## src/rtl/core/ttu_pkg.sv

```systemverilog
// ---------------------------------------------------------------------------
// Triangle tangent package
// Shared widths, word types and the controller-to-datapath command word.
// ---------------------------------------------------------------------------
package ttu_pkg;

   // Coordinate format: signed fixed point with FRAC_W fraction bits.
   localparam int COORD_W = 32;
   localparam int FRAC_W  = 16;

   // Derived datapath widths.
   localparam int DELTA_W = COORD_W + 1;          // difference of two coordinates
   localparam int PROD_W  = 2 * DELTA_W;          // exact product of two deltas
   localparam int ACC_W   = PROD_W + 1;           // difference of two products
   localparam int DVD_W   = ACC_W + FRAC_W;       // dividend after the fraction shift
   localparam int CNT_W   = $clog2(DVD_W);        // division step counter
   localparam int QUOT_W  = COORD_W + 2;          // kept quotient bits before saturation
   localparam int QR_W    = QUOT_W + 1;           // quotient after rounding

   // Saturation limits of the rounded quotient magnitude.
   localparam logic [QR_W-1:0] LIM_POS = QR_W'((64'd1 << (COORD_W - 1)) - 64'd1);
   localparam logic [QR_W-1:0] LIM_NEG = QR_W'(64'd1 << (COORD_W - 1));

   // Vertex phase codes within one triangle.
   localparam logic [1:0] PHASE_V0 = 2'd0;
   localparam logic [1:0] PHASE_V1 = 2'd1;
   localparam logic [1:0] PHASE_V2 = 2'd2;

   // Component selector codes: the determinant first, then x, y and z.
   localparam logic [1:0] COMP_DET = 2'd0;
   localparam logic [1:0] COMP_X   = 2'd1;
   localparam logic [1:0] COMP_Z   = 2'd3;

   // Input word: one vertex.
   typedef struct packed {
      logic signed [COORD_W-1:0] pos_x;
      logic signed [COORD_W-1:0] pos_y;
      logic signed [COORD_W-1:0] pos_z;
      logic signed [COORD_W-1:0] tex_u;
      logic signed [COORD_W-1:0] tex_v;
      logic                      uv_present;
   } vertex_type;

   // Result word: one triangle tangent.
   typedef struct packed {
      logic signed [COORD_W-1:0] tangent_x;
      logic signed [COORD_W-1:0] tangent_y;
      logic signed [COORD_W-1:0] tangent_z;
      logic                      degenerate;
   } tangent_type;

   // Commands from the controller to the datapath.
   typedef struct packed {
      logic       hold_we;     // store the vertex in a holding slot
      logic       hold_slot;   // holding slot: first or second vertex
      logic       work_clear;  // zero the working tangent and flag
      logic       delta_load;  // form edges and uv deltas from the third vertex
      logic       mul;         // register one product
      logic       mul_b;       // select the second product of the pair
      logic       acc_load;    // accumulator takes the first product
      logic       acc_sub;     // accumulator subtracts the second product
      logic       det_load;    // keep the accumulator as the determinant
      logic       set_degen;   // mark the triangle degenerate
      logic       div_init;    // prepare the divider from numerator and determinant
      logic       div_step;    // one restoring division step
      logic       round;       // round, saturate and store one component
      logic       out_load;    // copy the working result to the output register
      logic [1:0] comp;        // component being worked on
   } ttu_cmd_type;

   // Status from the datapath to the controller.
   typedef struct packed {
      logic acc_zero;          // accumulator holds zero
   } ttu_status_type;

endpackage

```

## src/rtl/core/ttu_ctrl.sv

```systemverilog
// ---------------------------------------------------------------------------
// Triangle tangent controller
// Vertex phase tracking, the control register, the sequencer that steps the
// datapath through products, division and rounding, and the output valid.
// ---------------------------------------------------------------------------
module ttu_ctrl
   import ttu_pkg::*;
(
   input  logic           clock,
   input  logic           reset,
   input  logic           req_valid,
   output logic           req_ready,
   output logic           rsp_valid,
   input  logic           rsp_ready,
   input  logic           csr_valid,
   output logic           csr_ready,
   input  logic           csr_wdata,
   input  ttu_status_type status,
   output ttu_cmd_type    cmd
);

   typedef enum logic [9:0] {
      ST_IDLE  = 10'b00_0000_0001,
      ST_MULA  = 10'b00_0000_0010,
      ST_ACCA  = 10'b00_0000_0100,
      ST_MULB  = 10'b00_0000_1000,
      ST_ACCB  = 10'b00_0001_0000,
      ST_CHECK = 10'b00_0010_0000,
      ST_DINIT = 10'b00_0100_0000,
      ST_DIV   = 10'b00_1000_0000,
      ST_ROUND = 10'b01_0000_0000,
      ST_DONE  = 10'b10_0000_0000
   } state_type;

   state_type        state_ff, state_in;
   logic [1:0]       phase_ff, phase_in;
   logic [1:0]       comp_ff, comp_in;
   logic [CNT_W-1:0] cnt_ff, cnt_in;
   logic             enable_ff, enable_in;
   logic             rsp_valid_ff, rsp_valid_in;
   logic             req_fire, out_free;

   assign req_ready = (state_ff == ST_IDLE);
   assign req_fire  = req_valid && req_ready;
   assign csr_ready = 1'b1;
   assign rsp_valid = rsp_valid_ff;
   assign out_free  = !rsp_valid_ff || rsp_ready;

   // Control register.
   assign enable_in = (csr_valid && csr_ready) ? csr_wdata : enable_ff;

   // Sequencer.
   always_comb begin
      state_in     = state_ff;
      phase_in     = phase_ff;
      comp_in      = comp_ff;
      cnt_in       = cnt_ff;
      rsp_valid_in = rsp_valid_ff && !rsp_ready;
      cmd          = '0;
      cmd.comp     = comp_ff;
      unique case (state_ff)
         ST_IDLE: begin
            if (req_fire) begin
               if (phase_ff == PHASE_V2) begin
                  phase_in       = PHASE_V0;
                  cmd.work_clear = 1'b1;
                  if (enable_ff) begin
                     cmd.delta_load = 1'b1;
                     comp_in        = COMP_DET;
                     state_in       = ST_MULA;
                  end else begin
                     state_in = ST_DONE;
                  end
               end else begin
                  // An unused phase code would be treated as the first vertex.
                  cmd.hold_we   = 1'b1;
                  cmd.hold_slot = (phase_ff == PHASE_V1);
                  phase_in      = (phase_ff == PHASE_V1) ? PHASE_V2 : PHASE_V1;
               end
            end
         end
         ST_MULA: begin
            cmd.mul  = 1'b1;
            state_in = ST_ACCA;
         end
         ST_ACCA: begin
            cmd.acc_load = 1'b1;
            state_in     = ST_MULB;
         end
         ST_MULB: begin
            cmd.mul   = 1'b1;
            cmd.mul_b = 1'b1;
            state_in  = ST_ACCB;
         end
         ST_ACCB: begin
            cmd.acc_sub = 1'b1;
            state_in    = (comp_ff == COMP_DET) ? ST_CHECK : ST_DINIT;
         end
         ST_CHECK: begin
            // A zero determinant ends the triangle with a zero tangent.
            cmd.det_load = 1'b1;
            if (status.acc_zero) begin
               cmd.set_degen = 1'b1;
               state_in      = ST_DONE;
            end else begin
               comp_in  = COMP_X;
               state_in = ST_MULA;
            end
         end
         ST_DINIT: begin
            cmd.div_init = 1'b1;
            cnt_in       = CNT_W'(DVD_W - 1);
            state_in     = ST_DIV;
         end
         ST_DIV: begin
            cmd.div_step = 1'b1;
            if (cnt_ff == '0) begin
               state_in = ST_ROUND;
            end else begin
               cnt_in = cnt_ff - CNT_W'(1);
            end
         end
         ST_ROUND: begin
            cmd.round = 1'b1;
            if (comp_ff == COMP_Z) begin
               state_in = ST_DONE;
            end else begin
               comp_in  = comp_ff + 2'd1;
               state_in = ST_MULA;
            end
         end
         ST_DONE: begin
            // Wait until the output register is free, then hand the word over.
            if (out_free) begin
               cmd.out_load = 1'b1;
               rsp_valid_in = 1'b1;
               state_in     = ST_IDLE;
            end
         end
         default: begin
            state_in = ST_IDLE;
         end
      endcase
   end

   // Control registers.
   always_ff @(posedge clock) begin
      if (reset) begin
         state_ff     <= ST_IDLE;
         phase_ff     <= PHASE_V0;
         comp_ff      <= COMP_DET;
         cnt_ff       <= '0;
         enable_ff    <= 1'b1;
         rsp_valid_ff <= 1'b0;
      end else begin
         state_ff     <= state_in;
         phase_ff     <= phase_in;
         comp_ff      <= comp_in;
         cnt_ff       <= cnt_in;
         enable_ff    <= enable_in;
         rsp_valid_ff <= rsp_valid_in;
      end
   end

endmodule

```

## config.mk

```make
export PLATFORM = sky130hd
export DESIGN_NAME = ttu_ctrl
export DESIGN_NICKNAME = d
export VERILOG_FILES = /design/src/rtl/core/ttu_pkg.sv /design/src/rtl/core/ttu_ctrl.sv
export SDC_FILE = /design/constraint.sdc
export NUM_CORES = 1
export LEC_CHECK = 0
export BUFFER_PORTS_ARGS = -buffer_cell sky130_fd_sc_hd__clkbuf_2
export CELL_PAD_IN_SITES_DETAIL_PLACEMENT = 1
export CELL_PAD_IN_SITES_GLOBAL_PLACEMENT = 1
export CORE_AREA = 2 2 62 64
export CTS_CLUSTER_DIAMETER = 40
export CTS_CLUSTER_SIZE = 20
export DETAILED_ROUTE_END_ITERATION = 10
export DIE_AREA = 0 0 64 66
export GPL_ROUTABILITY_DRIVEN = 0
export MAX_ROUTING_LAYER = met4
export PLACE_DENSITY_LB_ADDON = 0.25
export SLEW_MARGIN = 25
export SYNTH_ARGS = -nofsm -noshare
export SYNTH_HDL_FRONTEND = slang
export SYNTH_SLANG_ARGS = --single-unit
```

## constraint.sdc

```tcl
create_clock -name clock -period 5.5 [get_ports clock]
set_clock_uncertainty 0.2 [all_clocks]
set_input_delay 0.275 -clock clock [delete_from_list [all_inputs] [get_ports clock]]
set_output_delay 0.275 -clock clock [all_outputs]
set_load 0.01 [all_outputs]
```

==> impl_metrics.csv, run 1 <==
group,metric,value,unit
outcome,status,"finished, final reports clean",
route,wl_per_cell,16.91,µm
synth,yosysSeqAreaShare,0.3072,
route,detail_route.vias_per_cell,5.852,
placement,dp_hpwl,3323,µm
synth,syn_avg_cell_area,8.146,µm²
die,die-area,0.004224,mm²
sta,finalHoldViolCount,0,
sta,rsz0062_at_grt,"false",
sta,report.final.slew_viol_count,0,
critical_path,rr_startpoint,"state_ff[2]$_SDFFE_PP0P_",
sta,tns,0,ps
clock_network,cts_tree,"yes",
clock_network,cts_root_buffer,"clkbuf_4",
critical_path,start_kind,"flip-flop",
route,wl,4227,µm
clock_network,clockBufferDepth,2,
global_route,grt_first_pass_wirelength,7141,µm
die,dieWidth,64,µm
synth,post_synth_num_cell_types,44,
synth,yosysWarnings,0,
synth,yosys.area.top_type,"dfxtp_1",
synth,synth_nets,197,
global_route,antenna_found_initial,0,
clock_network,h-tree-depth,1,
finish,drive_gt1_frac,0.1584,
synth,synthTopCellsByArea,"dfxtp_1, ha_1, nor4_4, inv_1, a21oi_1",
synth,ys_async_sr_fraction,0,
route,drcViolationCount,0,
clock_network,cts.clk_slew.worst_paths,140,ps
sta,setup_ws,2609,ps
critical_path,crit_fanout,15,
sta,setup_viol,0,
job,max_cap_violations,0,
hold_path,whs_path_depth,4,
synth,synthCells,184,
die,start_util,0.4221,
sta,layout_min_cycle_time,2891,ps
clock_network,cts.sinks,23,
sta,maxSlewHeadroom,0.4519,
global_route,grt_overflow_total,0,
global_route,grt_usage,0.2197,
die,ios,26,
sta,worst_pin_slew,816.0,ps
finish,area_growth,10.35,%
route,drt_iter0_drc,41,
sta,clock.fmax,0.3459,GHz
synth,synth.ff_latch_count,23,
clock_network,cts_buffers,3,
clock_network,postCtsSetupRepairBufs,0,
critical_path,reg2reg_to,"state_ff[3]$_SDFFE_PP0P_",
synth,synth_area,0.001499,mm²
die,core_area,0.003551,mm²
sta,fin_crit_sh,0.5257,
route,drtAntennaViolNets,0,
synth,synth_edf_count,0,
pwr,p_per_area,279.2,mW/mm²
critical_path,reg2reg_depth,4,
finish,n_antenna_cell,0,
route,vias,1463,
die,std_cell_rows,22,
critical_path,crit_arrival,2420,ps
critical_path,required,5030,ps
synth,ys.flop_type,"dfxtp_1",
placement,place_inst,244,
finish,fin_cells,250,
critical_path,r2r_slack,3010,ps
critical_path,worst-setup-path-type,"flip-flop to output pin",
hold_path,hp-start,"rsp_ready",
pwr,p_leak,0.6898,nW
finish,nFillCells,435,
clock_network,worstSkewPairLatency,310,ps
hold_path,hold_class,"primary input to flip-flop",
finish,final_nets,216,
pwr,ir_worst_vdd,0.00008894,V
global_route,grt_max_degree,16,
route,first_pass_iters,4,
synth,synth_top_area_share,0.3072,
critical_path,end_kind,"output pin",
synth,synth.most_common_cell,"dfxtp_1",
global_route,grt_pass1_vias,1514,
die,die_h,66,µm
hold_path,hold_end,"rsp_valid$_SDFF_PP0_",
placement,dp_slack,3029,ps
placement,place.port_buffers,24,
synth,synth_commonest_cells,"dfxtp_1, inv_1, nor2_1",
## final cells by class
type,count,area (µm²),share of cell area
Multi-Input combinational cell,134,910.9,0.5507
Sequential cell,23,460.4,0.2784
Timing Repair Buffer,26,140.1,0.08472
Tap cell,48,60.06,0.03631
Inverter,15,56.30,0.03404
Clock buffer,4,26.28,0.01588
## logic make-up (layout without fill, tap and decap cells)
group	count (synthesis)	after routing	share of synthesized area
xor gates and xnor gates	3	3	0.01753
and+or+nand+nor	85	85	0.3664
muxes	2	2	0.01336
buffers and inverters	27	45	0.08513
AOI/OAI and AO/OA	37	37	0.1578
DFF	23	23	0.3072
other	1	1	0.002502
adders and majority gates	6	6	0.05008
## registers in the layout, summed over array words and instances (netlist names)
register   cells
state_ff      10
cnt_ff         7
comp_ff        2
phase_ff       2
enable_ff      1
rsp_valid      1
## how the worst max path moves through the flow
| stage | end | from |
|---|---|---|
| after floorplan | cmd[12] | state_ff[1]$_SDFFE_PP0P_ |
| after global placement | cmd[12] | state_ff[2]$_SDFFE_PP0P_ |
| after detailed placement | cmd[12] | state_ff[2]$_SDFFE_PP0P_ |
| after CTS | cmd[12] | state_ff[2]$_SDFFE_PP0P_ |
| after global routing | cmd[12] | state_ff[2]$_SDFFE_PP0P_ |
| final | cmd[12] | state_ff[2]$_SDFFE_PP0P_ |
## timing repair
item,CTS,global route
hold buffers,2,0
resized for setup,0,0
hold endpoints to repair,1,0
## per-stage QoR
step / utilization / hold slack [ps] / power [W] / instance area [µm²]
final: 0.4658 / 53.03 / 0.0004618 / 1654
after floorplan: - / 190.9 / 0.0003385 / 1499
after global routing: 0.4658 / 73.36 / 0.0004961 / 1654
after CTS: 0.4658 / 53.41 / 0.0004658 / 1654
after global placement: 0.4528 / 265.2 / 0.0003737 / 1608
after detailed placement: 0.4528 / 284.7 / 0.0003829 / 1608
## placed cells by master (no fill, tap or decap), types with 5 or more instances in the layout
master    count
nand3_1       8
nand2_1      10
and3_1        5
nand4_1       7
nor2_1       13
ha_1          6
a21oi_1      10
o21ai_0       8
dfxtp_1      23
inv_1        15
clkbuf_2     24
nor2b_1       5
nor4b_1       5
## routing by layer
| layer | vias to the layer above | global-route usage | share of wire |
|---|---|---|---|
| li1 | 702 | - | - |
| met1 | 727 | 0.2455 | 0.43 |
| met3 | 10 | 0.02726 | 0.023 |
| met2 | 24 | 0.4036 | 0.52 |
| met5 | - | - | 0 |
| met4 | 0 | 0.07609 | 0.026 |
## worst max-delay path: stages, from the launching register on
cell	delay [ps]
dfxtp_1	440
nor4_4	790
and3_1	380
and3_1	210
and2_1	140
clkbuf_2	130
## power by group
part / total (W) / switching (W) / internal [W]
Clock: 0.0000810 / 0.0000528 / 0.0000283
Sequential: 0.000201 / 0.0000229 / 0.000178
Combinational: 0.000180 / 0.000109 / 0.0000708
Total: 0.000462 / 0.000185 / 0.000277
Power figures use the tool's default switching activity.
==> inputs of run 2 (changes only) <==
Settings changed: CORE_AREA 2 2 62 64 to 2 2 64 66, DIE_AREA 0 0 64 66 to 0 0 66 68.
Clock period 5.5 ns to 3 ns, I/O delays scaled along.
==> run 2 against run 1 <==
Against the previous run: largest power group unchanged; combinational power up 88%; core utilization decreased by 2.4 points; clock power is 140% higher.
==> impl_metrics.csv, run 2 (synthesis gave the netlist of run 1 again) <==
group,metric,value,unit
sta,tns,0,ps
global_route,antenna_found_initial,0,
pwr,switching_share,0.3886,
finish,top_regs,"state_ff x10, cnt_ff x7",
critical_path,rr_startpoint,"state_ff[2]$_SDFFE_PP0P_",
clock_network,h-tree-depth,1,
die,std_cell_rows,23,
outcome,status,"finished, final reports clean",
critical_path,crit_arrival,2140,ps
pwr,seqPwrFrac,0.405,
critical_path,crit_fanout,9,
route,vias,1477,
global_route,grt_pass1_vias,1377,
sta,clock.fmax,0.4024,GHz
clock_network,worstSkewPairLatency,270,ps
sta,setup_viol,0,
pwr,p_int,0.0005498,W
sta,worst_pin_slew,605.0,ps
pwr,p_comb_frac,0.376,
clock_network,clockBufferDepth,2,
clock_network,cts_buffers,3,
die,die-area,0.004488,mm²
route,first_pass_iters,5,
pwr,power_frac_clock,0.219,
pwr,p_switching,0.0003494,W
hold_path,hold_class,"primary input to flip-flop",
global_route,grt_usage,0.1991,
route,detail_route.vias_per_cell,5.792,
route,wl,4122,µm
clock_network,cts.sinks,23,
pwr,p_leak,0.7128,nW
global_route,grt_first_pass_wirelength,6679,µm
sta,layout_min_cycle_time,2485,ps
die,ios,26,
finish,ff_latch_area,460.4,µm²
route,drtAntennaViolNets,0,
die,die_h,68,µm
job,max_cap_violations,0,
die,start_util,0.3887,
global_route,grt_max_degree,14,
finish,nFillCells,507,
hold_path,whs_path_depth,2,
pwr,p_per_area,527.6,mW/mm²
clock_network,cts_resized,0,
die,core_area,0.003856,mm²
finish,area_growth,13.69,%
sta,fin_crit_sh,0.8284,
route,drt_iter0_drc,60,
sta,report.final.slew_viol_count,0,
critical_path,required,2650,ps
critical_path,worst-setup-path-type,"flip-flop to output pin",
clock_network,postCtsSetupRepairBufs,0,
clock_network,cts_root_buffer,"clkbuf_8",
finish,largest_reg_flops,10,
critical_path,reg2reg_depth,5,
route,wl_per_cell,16.16,µm
finish,fin_cells,255,
sta,finalHoldViolCount,0,
clock_network,cts.clk_slew.worst_paths,90,ps
route,drcViolationCount,0,
clock_network,hold_buffers,4,
finish,multi_input_area,910.9,µm²
sta,maxSlewHeadroom,0.5929,
finish,mostFrequentLayoutCell,"clkbuf_2",
finish,drive_gt1_frac,0.1659,
finish,largest-register,"state_ff",
hold_path,hold_end,"phase_ff[1]$_SDFFE_PP0P_",
global_route,grt_overflow_total,0,
placement,dp_hpwl,3240,µm
pwr,ir_worst_vdd,0.0001759,V
clock_network,cts_tree,"yes",
hold_path,hp-start,"reset",
die,dieWidth,66,µm
finish,final_nets,219,
critical_path,r2r_slack,810,ps
finish,final_cell_mix,"clkbuf_2, dfxtp_1, inv_1",
sta,rsz0062_at_grt,"false",
finish,n_antenna_cell,0,
placement,place.port_buffers,24,
critical_path,reg2reg_to,"cnt_ff[5]$_SDFFE_PP0P_",
critical_path,start_kind,"flip-flop",
placement,place_inst,247,
critical_path,end_kind,"output pin",
==> run 2: cell count changes in the layout (fill, tap and decap cells not counted), sizes merged <==
cell         previous run  this run
clkinv                  0         1
clkbuf                 28        27
dlygate4sd3             2         4
buf                     0         1
==> run 2: cell type report <==
class	instances	share of cell area
Sequential cell	23	0.2702
Clock buffer	3	0.02423
Clock inverter	1	0.002937
Multi-Input combinational cell	134	0.5345
Tap cell	50	0.03671
Timing Repair Buffer	29	0.09839
Inverter	15	0.03304
==> run 2: critical path: stages, from the launching register on <==
cell and delay [ps]:
dfxtp_1 420, nor4_4 560, nand3_1 220, or3b_1 460, nand2_1 70, clkbuf_2 130
==> run 2: metrics by stage <==
| stage | cell area, µm² | hold slack (ps) | util | setup WS, ps | power [W] |
|---|---|---|---|---|---|
| 4_1_cts | 1704 | 34.31 | 0.4419 | 521.3 | 0.0009024 |
| 6_report | 1704 | 37.85 | 0.4419 | 514.8 | 0.0008992 |
| 3_5_place_dp | 1618 | 196.0 | 0.4195 | 814.3 | 0.0007022 |
| 3_3_place_gp | 1618 | 163.0 | 0.4195 | 850.8 | 0.0006863 |
| 5_1_grt | 1704 | 66.84 | 0.4419 | 396.9 | 0.0009499 |
| 2_1_floorplan | 1499 | 65.89 | - | 1027 | 0.0006206 |
==> run 2: worst max path at each step <==
stage / slack (ps) / depth (start not counted) / startpoint / to
finish: 510 / 5 / state_ff[1]$_SDFFE_PP0P_ / cmd[11]
global route: 400 / 5 / state_ff[1]$_SDFFE_PP0P_ / cmd[11]
CTS: 520 / 5 / state_ff[1]$_SDFFE_PP0P_ / cmd[11]
detailed placement: 810 / 5 / state_ff[1]$_SDFFE_PP0P_ / cmd[11]
global placement: 850 / 5 / state_ff[2]$_SDFFE_PP0P_ / cnt_ff[5]$_SDFFE_PP0P_
floorplan: 1030 / 6 / state_ff[1]$_SDFFE_PP0P_ / cmd[12]
==> run 2: per-layer routing <==
metal  global-route usage  routed length [µm]  up-vias
met1               0.2432                1828      732
met5                    -                   0        -
met2               0.3447                2128       27
li1                     -                   -      711
met3              0.03125                 115        7
met4              0.05357                  50        0
==> run 2: power groups by stage <==
stage / Sequential (W) / Clock, W / Combinational (W)
2_1_floorplan: 0.000343 / 0 / 0.000278
3_3_place_gp: 0.000368 / 0 / 0.000318
3_5_place_dp: 0.000372 / 0 / 0.000331
4_1_cts: 0.000364 / 0.000203 / 0.000335
5_1_grt: 0.000368 / 0.000213 / 0.000369
6_report: 0.000364 / 0.000197 / 0.000338
==> inputs of run 3 (changes only) <==
Clock period 3 ns to 2.3 ns, I/O delays scaled along.
==> run 3 against run 2 <==
Against the previous run: the flow now finishes with violations (hold timing); first-iteration DRC count up 6.7%; setup slack lost 440 ps; wire length increased by 8.1%; worst hold slack got worse by 38 ps; design area is 3.8% higher; count of clock-buffer cells in the layout is 1 higher; clock power up 35%; sequential share of layout area decreased by 0.78 points; critical path depth up 1; sequential power grew 32%; non-clock buffer count grew 8; via count rose by 3.3%.
==> impl_metrics.csv, run 3 (synthesis gave the netlist of run 1 again) <==
group,metric,value,unit
route,wl,4454,µm
pwr,ir_worst_vdd,0.0004230,V
placement,dp_hpwl,3481,µm
clock_network,cts.clk_slew.worst_paths,90,ps
global_route,grt_usage,0.2256,
pwr,p_per_area,705.7,mW/mm²
die,die-area,0.004488,mm²
clock_network,cts.sinks,23,
critical_path,worst-setup-path-type,"flip-flop to output pin",
die,die_h,68,µm
sta,layout_min_cycle_time,2222,ps
sta,report.final.slew_viol_count,0,
sta,tns,0,ps
finish,final_cell_mix,"clkbuf_2, dfxtp_1, inv_1",
clock_network,worstSkewPairLatency,270,ps
critical_path,crit_fanout,9,
critical_path,end_kind,"output pin",
finish,top_regs,"state_ff x10, cnt_ff x7",
finish,final_nets,227,
finish,final_design_area_no_fill,0.001769,mm²
clock_network,cts_tree,"yes",
finish,largest_reg_flops,10,
route,drtAntennaViolNets,0,
finish,largest-register,"state_ff",
placement,place_inst,255,
clock_network,h-tree-depth,1,
placement,dp_slack,244.4,ps
die,core_area,0.003856,mm²
outcome,violations,"hold timing",
critical_path,crit_arrival,1910,ps
finish,n_antenna_cell,0,
clock_network,cts_buffers,3,
global_route,grt_pass1_vias,1540,
critical_path,start_kind,"flip-flop",
placement,place.port_buffers,24,
route,wl_per_cell,16.94,µm
sta,setup_viol,0,
finish,mostFrequentLayoutCell,"clkbuf_2",
finish,drive_gt1_frac,0.2113,
sta,clock.fmax,0.4500,GHz
clock_network,cts_root_buffer,"clkbuf_8",
clock_network,clockBufferDepth,2,
finish,area_growth,18.03,%
global_route,antenna_found_initial,0,
hold_path,hold_class,"primary input to flip-flop",
die,dieWidth,66,µm
route,drt_iter0_drc,64,
sta,rsz0062_at_grt,"false",
sta,holdWs,-0.1174,ps
job,max_cap_violations,0,
pwr,p_leak,0.7523,nW
route,first_pass_iters,4,
outcome,status,"finished, violations left",
critical_path,required,1990,ps
finish,fin_cells,263,
sta,setup_ws,77.87,ps
sta,maxSlewHeadroom,0.5942,
route,drcViolationCount,0,
die,start_util,0.3887,
placement,placed_area,0.001678,mm²
die,ios,26,
sta,fin_crit_sh,0.9661,
route,detail_route.vias_per_cell,5.802,
route,vias,1526,
global_route,grt_max_degree,13,
die,std_cell_rows,23,
sta,finalHoldViolCount,1,
global_route,grt_first_pass_wirelength,7548,µm
global_route,grt_overflow_total,0,
sta,worst_pin_slew,603.2,ps
run 3: cell count changes in the layout (fill, tap and decap cells not counted):
cell      before  now
dfxtp_1       23   20
clkbuf_1       0    1
clkinv_2       1    0
nor2b_1        5    4
buf_4          1    9
nor2b_2        0    1
dfxtp_2        0    3
run 3: worst max-delay path: stages, from the launching register on:
cell,delay (ps)
dfxtp_2,400
nor4_4,330
buf_4,200
and3_1,240
and3_1,220
and2_1,130
clkbuf_2,120
run 3: timing repair:
| action | 4_1_cts | 5_1_grt |
|---|---|---|
| hold buffers | 4 | 0 |
| hold endpoints to repair | 4 | 0 |
| buffers inserted | 0 | 0 |
| endpoints found under the setup margin | 0 | 4 |
| resized for setup | 0 | 4 |
run 3: cell type report:
type | instances | area [µm²]
fill | 501 | 2087
tap | 50 | 62.56
timing repair buffer | 37 | 227.7
sequential | 23 | 464.2
clock buffer | 4 | 45.04
multi-input combinational | 134 | 913.4
inverter | 15 | 56.30
run 3: per-stage QoR:
step,power (W),utilization
after floorplan,0.0008095,-
after global placement,0.0009573,0.4351
after detailed placement,0.0009775,0.4351
after CTS,0.001244,0.4572
after global routing,0.001330,0.4588
final,0.001249,0.4588
run 3: report_power, final:
group / internal [W] / leakage (nW) / switching, W
Combinational: 0.000225 / 0.542 / 0.000276
Sequential: 0.000426 / 0.187 / 0.0000558
Clock: 0.000124 / 0.0228 / 0.000141
Total: 0.000775 / 0.752 / 0.000473
run 3: layer usage:
| metal | track usage | routed length, µm |
|---|---|---|
| met1 | 0.2590 | 1949 |
| met2 | 0.4053 | 2314 |
| met3 | 0.03947 | 144 |
| met4 | 0.06633 | 46 |
| met5 | - | 0 |
run 3: final timing paths:
kind | from | endpoint | slack (ps) | cells after the start
worst min register to register | cnt_ff[5]$_SDFFE_PP0P_ | cnt_ff[5]$_SDFFE_PP0P_ | 290 | 2
worst max-delay path | state_ff[1]$_SDFFE_PP0P_ | cmd[12] | 80 | 6
worst min-delay path | reset | cnt_ff[0]$_SDFFE_PP0P_ | -0.1 | 2
worst max register to register | cnt_ff[0]$_SDFFE_PP0P_ | cnt_ff[3]$_SDFFE_PP0P_ | 230 | 6
